===== src/sv/gqqp_pkg.sv =====
// ----------------------------------------------------------------------------
// gqqp_pkg: shared types and constants for the Gaussian quantile packer
// Widths, threshold table, code width encodings and the queue item format.
// ----------------------------------------------------------------------------
package gqqp_pkg;

  localparam int WORD_WIDTH   = 32;
  localparam int SAMPLE_WIDTH = 16;
  localparam int CODE_W       = 4;   // widest code
  localparam int COUNT_W      = 5;   // codes held in the accumulator
  localparam int NUM_THR      = 15;

  // Positions of the 2-bit and 1-bit thresholds inside the 4-bit table
  localparam int THR_NEG_MID = 3;    // -0.6745
  localparam int THR_ZERO    = 7;    //  0
  localparam int THR_POS_MID = 11;   // +0.6745

  // Codes per word for each code width
  localparam logic [COUNT_W:0] LIMIT_1BIT = (COUNT_W+1)'(WORD_WIDTH / 1);
  localparam logic [COUNT_W:0] LIMIT_2BIT = (COUNT_W+1)'(WORD_WIDTH / 2);
  localparam logic [COUNT_W:0] LIMIT_4BIT = (COUNT_W+1)'(WORD_WIDTH / 4);

  // Queue between classifier and packer
  localparam int QUEUE_DEPTH = 2;
  localparam int QUEUE_PTR_W = 1;
  localparam int QUEUE_CNT_W = 2;

  // Register encoding of code_width_mode (the unused code selects 4 bits)
  typedef enum logic [1:0] {
    MODE_1BIT = 2'd0,
    MODE_2BIT = 2'd1,
    MODE_4BIT = 2'd2
  } mode_t;

  // Code width carried with each classified sample
  typedef enum logic [1:0] {
    WIDTH_1 = 2'd0,
    WIDTH_2 = 2'd1,
    WIDTH_4 = 2'd2
  } width_t;

  typedef struct packed {
    width_t              width;
    logic [CODE_W-1:0]   code;
  } item_t;

  // Ascending Gaussian quantile thresholds, Q4.12, rounded to nearest
  localparam logic signed [SAMPLE_WIDTH-1:0] THR [NUM_THR] = '{
    -16'sd6284, -16'sd4712, -16'sd3634, -16'sd2763, -16'sd2002,
    -16'sd1305, -16'sd644,   16'sd0,     16'sd644,   16'sd1305,
     16'sd2002,  16'sd2763,  16'sd3634,  16'sd4712,  16'sd6284
  };

endpackage


===== src/sv/gqqp_front.sv =====
// ----------------------------------------------------------------------------
// gqqp_front: sample classifier
// Holds the code width register, compares each accepted sample against the
// threshold table in parallel and pushes the code into the queue.
// ----------------------------------------------------------------------------
module gqqp_front (
  input  logic                                 clk,
  input  logic                                 rst,
  input  logic                                 cfg_we,
  input  logic [1:0]                           cfg_wdata,
  input  logic                                 in_valid,
  output logic                                 in_ready,
  input  logic signed [gqqp_pkg::SAMPLE_WIDTH-1:0] sample,
  input  logic                                 q_full,
  output logic                                 q_push,
  output gqqp_pkg::item_t                      q_item
);
  import gqqp_pkg::*;

  logic [1:0]         mode;
  logic [NUM_THR-1:0] ge;

  // Hold the code width register
  always_ff @(posedge clk) begin
    if (rst) begin
      mode <= MODE_4BIT;
    end else if (cfg_we) begin
      mode <= cfg_wdata;
    end
  end

  // Compare against every threshold at once
  always_comb begin
    for (int i = 0; i < NUM_THR; i++) begin
      ge[i] = (sample >= THR[i]);
    end
  end

  // Form the code for the selected width
  always_comb begin
    unique case (mode)
      MODE_1BIT: begin
        q_item.width = WIDTH_1;
        q_item.code  = CODE_W'(ge[THR_ZERO]);
      end
      MODE_2BIT: begin
        q_item.width = WIDTH_2;
        q_item.code  = CODE_W'(ge[THR_NEG_MID]) + CODE_W'(ge[THR_ZERO])
                     + CODE_W'(ge[THR_POS_MID]);
      end
      default: begin
        q_item.width = WIDTH_4;
        q_item.code  = CODE_W'($countones(ge));
      end
    endcase
  end

  // Accept while the queue has room
  assign in_ready = !q_full;
  assign q_push   = in_valid && !q_full;

endmodule


===== src/sv/gqqp_queue.sv =====
// ----------------------------------------------------------------------------
// gqqp_queue: two-entry queue between classifier and packer
// Lets the classifier keep accepting while the packer waits on the output.
// ----------------------------------------------------------------------------
module gqqp_queue (
  input  logic            clk,
  input  logic            rst,
  input  logic            push,
  input  gqqp_pkg::item_t push_item,
  output logic            full,
  input  logic            pop,
  output logic            q_valid,
  output gqqp_pkg::item_t pop_item
);
  import gqqp_pkg::*;

  item_t                  mem [QUEUE_DEPTH];
  logic [QUEUE_PTR_W-1:0] wr_ptr;
  logic [QUEUE_PTR_W-1:0] rd_ptr;
  logic [QUEUE_CNT_W-1:0] count;

  // Write entries
  always_ff @(posedge clk) begin
    if (push) begin
      mem[wr_ptr] <= push_item;
    end
  end

  // Advance pointers and occupancy
  always_ff @(posedge clk) begin
    if (rst) begin
      wr_ptr <= '0;
      rd_ptr <= '0;
      count  <= '0;
    end else begin
      if (push) begin
        wr_ptr <= wr_ptr + 1'b1;
      end
      if (pop) begin
        rd_ptr <= rd_ptr + 1'b1;
      end
      unique case ({push, pop})
        2'b10:   count <= count + 1'b1;
        2'b01:   count <= count - 1'b1;
        default: count <= count;
      endcase
    end
  end

  assign full     = (count == QUEUE_CNT_W'(QUEUE_DEPTH));
  assign q_valid  = (count != '0);
  assign pop_item = mem[rd_ptr];

endmodule


===== src/sv/gqqp_back.sv =====
// ----------------------------------------------------------------------------
// gqqp_back: code packer
// Shifts each code into the word accumulator and loads the output register
// once the word holds a full set of codes for the current width.
// ----------------------------------------------------------------------------
module gqqp_back (
  input  logic                               clk,
  input  logic                               rst,
  input  logic                               q_valid,
  input  gqqp_pkg::item_t                    q_item,
  output logic                               q_pop,
  output logic                               out_valid,
  input  logic                               out_ready,
  output logic [gqqp_pkg::WORD_WIDTH-1:0]    packed_word
);
  import gqqp_pkg::*;

  logic [WORD_WIDTH-1:0] acc;
  logic [WORD_WIDTH-1:0] acc_next;
  logic [COUNT_W-1:0]    cnt;
  logic [COUNT_W:0]      cnt_inc;
  logic [COUNT_W:0]      limit;
  logic                  emit;

  // Shift in the code and pick the word limit
  always_comb begin
    unique case (q_item.width)
      WIDTH_1: begin
        acc_next = {acc[WORD_WIDTH-2:0], q_item.code[0]};
        limit    = LIMIT_1BIT;
      end
      WIDTH_2: begin
        acc_next = {acc[WORD_WIDTH-3:0], q_item.code[1:0]};
        limit    = LIMIT_2BIT;
      end
      default: begin
        acc_next = {acc[WORD_WIDTH-5:0], q_item.code};
        limit    = LIMIT_4BIT;
      end
    endcase
  end

  assign cnt_inc = {1'b0, cnt} + 1'b1;
  assign emit    = (cnt_inc >= limit);
  // Stall only when a finished word meets a full output register
  assign q_pop   = q_valid && (!emit || !out_valid || out_ready);

  // Advance the accumulator
  always_ff @(posedge clk) begin
    if (rst) begin
      acc <= '0;
      cnt <= '0;
    end else if (q_pop) begin
      if (emit) begin
        acc <= '0;
        cnt <= '0;
      end else begin
        acc <= acc_next;
        cnt <= cnt_inc[COUNT_W-1:0];
      end
    end
  end

  // Hold the finished word until taken
  always_ff @(posedge clk) begin
    if (rst) begin
      out_valid <= 1'b0;
    end else if (q_pop && emit) begin
      out_valid <= 1'b1;
    end else if (out_ready) begin
      out_valid <= 1'b0;
    end
  end

  always_ff @(posedge clk) begin
    if (q_pop && emit) begin
      packed_word <= acc_next;
    end
  end

endmodule


===== src/sv/gaussian_quantile_quantize_pack_top.sv =====
// ----------------------------------------------------------------------------
// gaussian_quantile_quantize_pack_top: Gaussian quantile quantizer and packer
// Quantizes Q4.12 samples to 1, 2 or 4 bit codes and packs them into words.
//
//   Channel   Signals                         Direction  Moves
//   config    cfg_we, cfg_wdata               in         code width mode
//   sample    in_valid, in_ready, sample      in         one sample per request
//   word      out_valid, out_ready,           out        one packed word
//             packed_word
//
// One sample per cycle while the queue has room; a word leaves after 32, 16 or
// 8 samples for 1, 2 or 4 bit codes. The accepting edge of its last sample
// writes the queue; the output register loads when the packer pops that code.
// Reset sets the width to 4 bits and empties queue and accumulator.
// A stalled output register holds the packer; the two-entry queue lets the
// sample side keep going until it fills.
// ----------------------------------------------------------------------------
module gaussian_quantile_quantize_pack_top (
  input  logic                                     clk,
  input  logic                                     rst,
  input  logic                                     cfg_we,
  input  logic [1:0]                               cfg_wdata,
  input  logic                                     in_valid,
  output logic                                     in_ready,
  input  logic signed [gqqp_pkg::SAMPLE_WIDTH-1:0] sample,
  output logic                                     out_valid,
  input  logic                                     out_ready,
  output logic [gqqp_pkg::WORD_WIDTH-1:0]          packed_word
);
  import gqqp_pkg::*;

  logic  q_full;
  logic  q_push;
  logic  q_pop;
  logic  q_valid;
  item_t push_item;
  item_t pop_item;

  // Classify samples
  gqqp_front u_front (
    .clk       (clk),
    .rst       (rst),
    .cfg_we    (cfg_we),
    .cfg_wdata (cfg_wdata),
    .in_valid  (in_valid),
    .in_ready  (in_ready),
    .sample    (sample),
    .q_full    (q_full),
    .q_push    (q_push),
    .q_item    (push_item)
  );

  // Decouple classifier and packer
  gqqp_queue u_queue (
    .clk       (clk),
    .rst       (rst),
    .push      (q_push),
    .push_item (push_item),
    .full      (q_full),
    .pop       (q_pop),
    .q_valid   (q_valid),
    .pop_item  (pop_item)
  );

  // Pack codes into words
  gqqp_back u_back (
    .clk         (clk),
    .rst         (rst),
    .q_valid     (q_valid),
    .q_item      (pop_item),
    .q_pop       (q_pop),
    .out_valid   (out_valid),
    .out_ready   (out_ready),
    .packed_word (packed_word)
  );

  // Packer never pops an empty queue
  a_no_pop_empty: assert property (@(posedge clk) disable iff (rst)
    !q_valid |-> !q_pop)
    else $error("packer popped an empty queue");

  // Queued codes stay until popped
  a_queue_keeps: assert property (@(posedge clk) disable iff (rst)
    q_valid && !q_pop |=> q_valid)
    else $error("queue lost an entry");

  // Classifier never pushes into a full queue
  a_no_overflow: assert property (@(posedge clk) disable iff (rst)
    q_full |-> !q_push)
    else $error("push into full queue");

  // No word is offered right after reset
  a_reset_quiet: assert property (@(posedge clk)
    rst |=> !out_valid)
    else $error("word offered after reset");

endmodule


===== config.mk =====
export PLATFORM = sky130hd
export DESIGN_NAME = gaussian_quantile_quantize_pack_top
export DESIGN_NICKNAME = d
export VERILOG_FILES = /design/src/sv/gqqp_pkg.sv /design/src/sv/gqqp_front.sv /design/src/sv/gqqp_queue.sv /design/src/sv/gqqp_back.sv /design/src/sv/gaussian_quantile_quantize_pack_top.sv
export SDC_FILE = /design/constraint.sdc
export NUM_CORES = 1
export LEC_CHECK = 0
export BUFFER_PORTS_ARGS = -buffer_cell sky130_fd_sc_hd__clkbuf_2
export CAP_MARGIN = 20
export CORE_AREA = 4 4 103 105
export CTS_CLUSTER_SIZE = 10
export DETAILED_ROUTE_END_ITERATION = 6
export DIE_AREA = 0 0 107 109
export PLACE_DENSITY = 0.79
export SLEW_MARGIN = 20
export SYNTH_ARGS = -nofsm -noshare
export SYNTH_HDL_FRONTEND = slang
export SYNTH_SLANG_ARGS = --single-unit

===== constraint.sdc =====
create_clock -name clk -period 13.34 [get_ports clk]
set_input_delay 2.668 -clock clk [delete_from_list [all_inputs] [get_ports clk]]
set_output_delay 2.668 -clock clk [all_outputs]
set_load 0.1 [all_outputs]

After elaboration in Yosys (flattened, before gate mapping). Memories as Yosys holds them, arrays and structs flattened. A register that Yosys moved wholly into a read port is not among the register bits. Index checks and enable logic that the tools add are counted.

Input bits: 23. Bits in registers: 75. Output and inout bits: 34. Logic and storage cells: 76. Bits in writable memories: 12. Memories kept: 1.

Reduce and logical (&&, ||, !) cells: 13. Mux-type cells: 12. Add/subtract/negate cells: 21. $lt $le $gt $ge: 16. Equal/unequal tests: 5.

Memories: u_queue.mem (depth 2, bits a word 6, read ports 1, clocked after Yosys merged registers in 1, wr ports 1, line gqqp_queue.sv:17) `item_t mem [QUEUE_DEPTH];`.

Operators with widths (count): greater-or-equal comparator 16 x 12 -> 1 bit, second input constant (4); greater-or-equal comparator 16 x 13 -> 1 bit, second input constant (4); greater-or-equal comparator 16 x 14 -> 1 bit, second input constant (4); case mux 32 bit (2 select lines) (1); greater-or-equal comparator 16 x 11 -> 1 bit, second input constant (2); 2-to-1 mux 31 bit (1); adder 4 bit (6); case mux 6 bit (2 select lines) (2); adder 1 x 1 -> 2 bit (8); greater-or-equal comparator 16 x 1 -> 1 bit, second input constant (1); adder 4 x 1 -> 4 bit (2); adder 5 x 1 -> 6 bit, second input constant (1); equality test 2 x 1 -> 1 bit, second input constant (3); greater-or-equal comparator 6 bit (1); 2-to-1 mux 1 bit (6); nonzero test 2 bit (3); 2-to-1 mux 5 bit (1); equality test 2 bit, second input constant (2); logical NOT 2 bit (2); case mux 2 bit (2 select lines) (1); logical AND 1 bit (3); logical NOT 1 bit (3); adder 1 bit, second input constant (2); adder 2 x 1 -> 2 bit, second input constant (1); 2 further kinds (3).

Longest topological paths before layout.
Depth after elaboration: 9. Depth in mapped cells: 18. Depth with buffers taken out: 17.

By module. Synthesis repeated with hierarchy kept, for this count alone.

Cells, all modules: 564. Area, all modules: 5291.3 µm².

By module, submodules not included: gqqp_back (cells each 379, sequential area each 1701.6 µm², area an instance 3654.8 µm², instances 1); gqqp_front (cells each 144, sequential area each 40.0 µm², area an instance 997.2 µm², instances 1); gqqp_queue (cells each 41, sequential area each 460.4 µm², area an instance 639.4 µm², instances 1).

Least setup slack after synthesis. Ideal clock, no wire load.

Path type: input port to flip-flop. Start: input port sample[3] in the netlist's numbering. End: memory u_queue.mem[0][2] in the netlist's numbering, data pin. Data arrival time: 6514 ps. Data required time: 13080 ps. Library setup time: 260 ps. Buffers on the path: 1. Setup slack: 6566 ps. Stages on the path: 17. Path through: clkbuf_1 > o31a_1 > a2111oi_0 > or3b_1 > a21oi_1 > ha_1 > inv_1 > fa_1 > inv_1 > fa_1 > inv_1 > fa_1 > inv_1 > ha_1 > fa_1 > xor2_1 > a22o_1.

RTL lines: start, declared (line gaussian_quantile_quantize_pack_top.sv:25) `input logic signed [gqqp_pkg::SAMPLE_WIDTH-1:0] sample,`; end, declared (line gqqp_queue.sv:17).

==> flow_summary.json <==
{
  "slew_headroom_pct": 32.8,
  "synth_seq_cells": 88,
  "min_path_type": "reg -> reg",
  "gr-total-overflow": 0,
  "rsz0062_at_grt": "no",
  "synth-compound-area-share_pct": 23.4,
  "io_buffers": 56,
  "p_leak_uw": 0.00253,
  "cts_root_buf": "clkbuf_8",
  "synth_xor_xnor_area_share_pct": 1.08,
  "routedWlPerCell_um": 17.1,
  "hold_viol": 0,
  "grt_max_degree": 83,
  "place_congestion": 0.885,
  "clk_latency_ns": 0.37,
  "cp_slowest_cell": "nor4_1",
  "post-route-min-period_ns": 6.70,
  "antenna_cells": 0,
  "area_growth_pct": 7.95,
  "drive_above_1_share_pct": 19.3,
  "dieWidth_um": 107,
  "syn_area_per_cell_um2": 9.64,
  "p_seq_share_pct": 37.2,
  "dieArea_um2": 11700,
  "hpwlAfterDp_um": 8540,
  "ys_async_sr_fraction_pct": 0,
  "cts_setup_buffers": 0,
  "cts_max_level": 3,
  "fin_crit_sh_pct": 50.2,
  "crit_path_max_fanout": 19,
  "clock_sinks": 88,
  "slew_violations": 0,
  "rows": 36,
  "p_sw_share_pct": 46.1,
  "syn_area_um2": 5700,
  "status": "finished clean",
  "cp_cell_sequence": "clkbuf_2, nor4_1, nor2b_1, nor3b_1, nor2_1, ha_1, fa_1, fa_1, inv_1, fa_1, inv_1, ha_1, fa_1, xor2_1, a22o_1",
  "tightest_slew_ns": 0.988,
  "fmax_mhz": 149,
  "io_pins": 57,
  "route.vias.total": 4547,
  "crit_top_cell": "fa_1",
  "p_comb_share_pct": 46.6,
  "critPathArrivalTime_ns": 6.82,
  "ir_drop_uv": 74.3,
  "yosys.area_share.adder_pct": 8.04,
  "dr.pass1.iters": 5,
  "core-area_um2": 9640,
  "power.density_nw_per_um2": 183,
  "p_clk_share_pct": 16.1,
  "ctsResizeCount": 0,
  "die_y_um": 109,
  "syn_inst": 591,
  "antenna_found_initial": 0,
  "yosysWarningCount": 0,
  "synth_fp_nets": 644,
  "first_iter_violations": 374,
  "clock_path_buffers": 2,
  "drv_cap": 0,
  "synth-seq-area-share_pct": 38.6,
  "cts.clk_slew.worst_paths_ns": 0.09,
  "synth.area.mux_share_pct": 1.14,
  "synth_top_family_by_area": "compound AO/OA/AOI/OAI gates",
  "synth_edf_count": 44,
  "fin_setup_tns_ns": 0,
  "grt_use_total_pct": 22.5,
  "synth_cell_type_count": 63,
  "p_switching_uw": 519,
  "initial_utilization_pct": 59.1,
  "synth-simple-area-share_pct": 19.3,
  "max_stage_delay_ns": 0.49,
  "grt_pass1_wl_um": 21100,
  "internal-power_uw": 607,
  "required_ns": 13.46,
  "criticalPathCategory": "in -> reg",
  "holdWs_ns": 0.543,
  "setup_viol": 0,
  "routed_wl_um": 12800,
  "cts_tree": "yes",
  "ant_nets": 0,
  "cp-end-kind": "flop",
  "grt_pass1_vias": 4368,
  "vias_per_cell": 6.06,
  "final_nets": 665,
  "drc": 0,
  "synth_flop_cell": "edfxtp_1",
  "worstSetupStartpointType": "primary input",
  "skew_ns": 0.00897,
  "numCtsBuffers": 9,
  "hold_buffers": 0
}
-- power groups by stage --
stage / clock network [uW] / logic [uW] / registers [uW]
after global routing: 197 / 571 / 426
after detailed placement: 0 / 526 / 424
after CTS: 183 / 528 / 418
final: 182 / 525 / 419
after floorplan: 0 / 310 / 537
after global placement: 0 / 509 / 420
-- per-layer routing --
metal / part of all wire [%] / global-route usage, %
met1: 43 / 29.4
met2: 49 / 37.8
met3: 6.0 / 4.38
met4: 1.8 / 7.12
met5: 0 / 0
-- path summary, 6_finish.rpt --
kind	start	depth (start not counted)	slack, ns	end
setup / recovery	sample[15]	15	6.64	u_queue.mem[1][2]$_DFFE_PP_
hold reg to reg	u_back.acc[30]$_SDFFE_PP0P_	2	0.54	u_back.acc[30]$_SDFFE_PP0P_
hold / removal	u_back.acc[30]$_SDFFE_PP0P_	2	0.54	u_back.acc[30]$_SDFFE_PP0P_
setup reg to reg	flop	11	9.27	u_queue.count[1]$_SDFFE_PP0P_
-- metrics by stage --
stage	setup slack, ns	cell area, um2	power (uW)	util (%)	std cells
final	6.64	6150	1130	63.8	750
after global routing	6.35	6150	1190	63.8	750
after CTS	6.68	6150	1130	63.8	750
after detailed placement	6.31	5960	949	61.9	734
after global placement	6.40	5960	929	61.9	734
after floorplan	6.57	5700	847	-	591
-- synth_stat cells, drive strengths merged (4+ instances only) --
master	n	area (um2)
edfxtp	44	1320
fa	11	220
xor2	6	52.6
dfxtp	44	881
nor2	22	82.6
or2	24	150
o211ai	39	443
nand4	4	25.0
ha	19	238
a222oi	6	60.1
buf	11	83.8
inv	65	244
a21oi	14	70.1
nand3	7	35.0
mux2i	5	53.8
o21ai	47	235
nor2b	6	37.5
nand2	21	78.8
a31oi	5	31.3
clkbuf	40	150
nand3b	38	285
nor3	5	25.0
nor3b	36	270
o221ai	26	228
-- worst max-delay path, delay by kind of cell --
family          cells  cell delay (ns)
fa+ha+maj           6             2.38
compound gates      1             0.20
xor+xnor            1             0.16
buf+inv             3             0.34
simple gates        4             1.06
-- registers in the layout (all words and copies together), names as in the netlist, named ones only --
name,flops
u_queue.count,2
u_back.packed_word,32
u_queue.rd_ptr,1
u_queue.wr_ptr,1
u_queue.mem,12
u_back.acc,31
u_back.cnt,5
u_back.out_valid,1
u_front.mode,2
-- cell type report --
class | instances | area [um2]
Clock inverter | 6 | 60.1
Sequential cell | 88 | 2200
Tap cell | 133 | 166
Clock buffer | 10 | 128
Fill cell | 816 | 3490
Timing Repair Buffer | 61 | 318
Inverter | 65 | 244
Multi-Input combinational cell | 387 | 3030
-- kinds of logic (layout without fill, tap and decap cells) --
kind of cell               count (synthesis)  in the layout
adders and majority gates                 30             30
xor gates and xnor gates                   7              7
DFF                                       88             88
buffers and inverters                    116            142
muxes                                      6              6
and+or+nand+nor                          179            179
AOI/OAI and AO/OA                        165            165
-- placed cells by master, fill, tap and decap left out, types with 7 or more instances in the layout --
cell type	instances
ha_1	19
clkbuf_8	9
o21ai_0	46
o211ai_1	9
clkbuf_2	56
dfxtp_1	44
edfxtp_1	44
fa_1	11
nand3_1	7
nor3b_1	36
a21oi_1	14
nor2_1	20
nand3b_1	38
or2_1	23
o211ai_2	30
nand2_1	21
inv_1	62
o221ai_1	26
(Power assumes the default switching activity.)
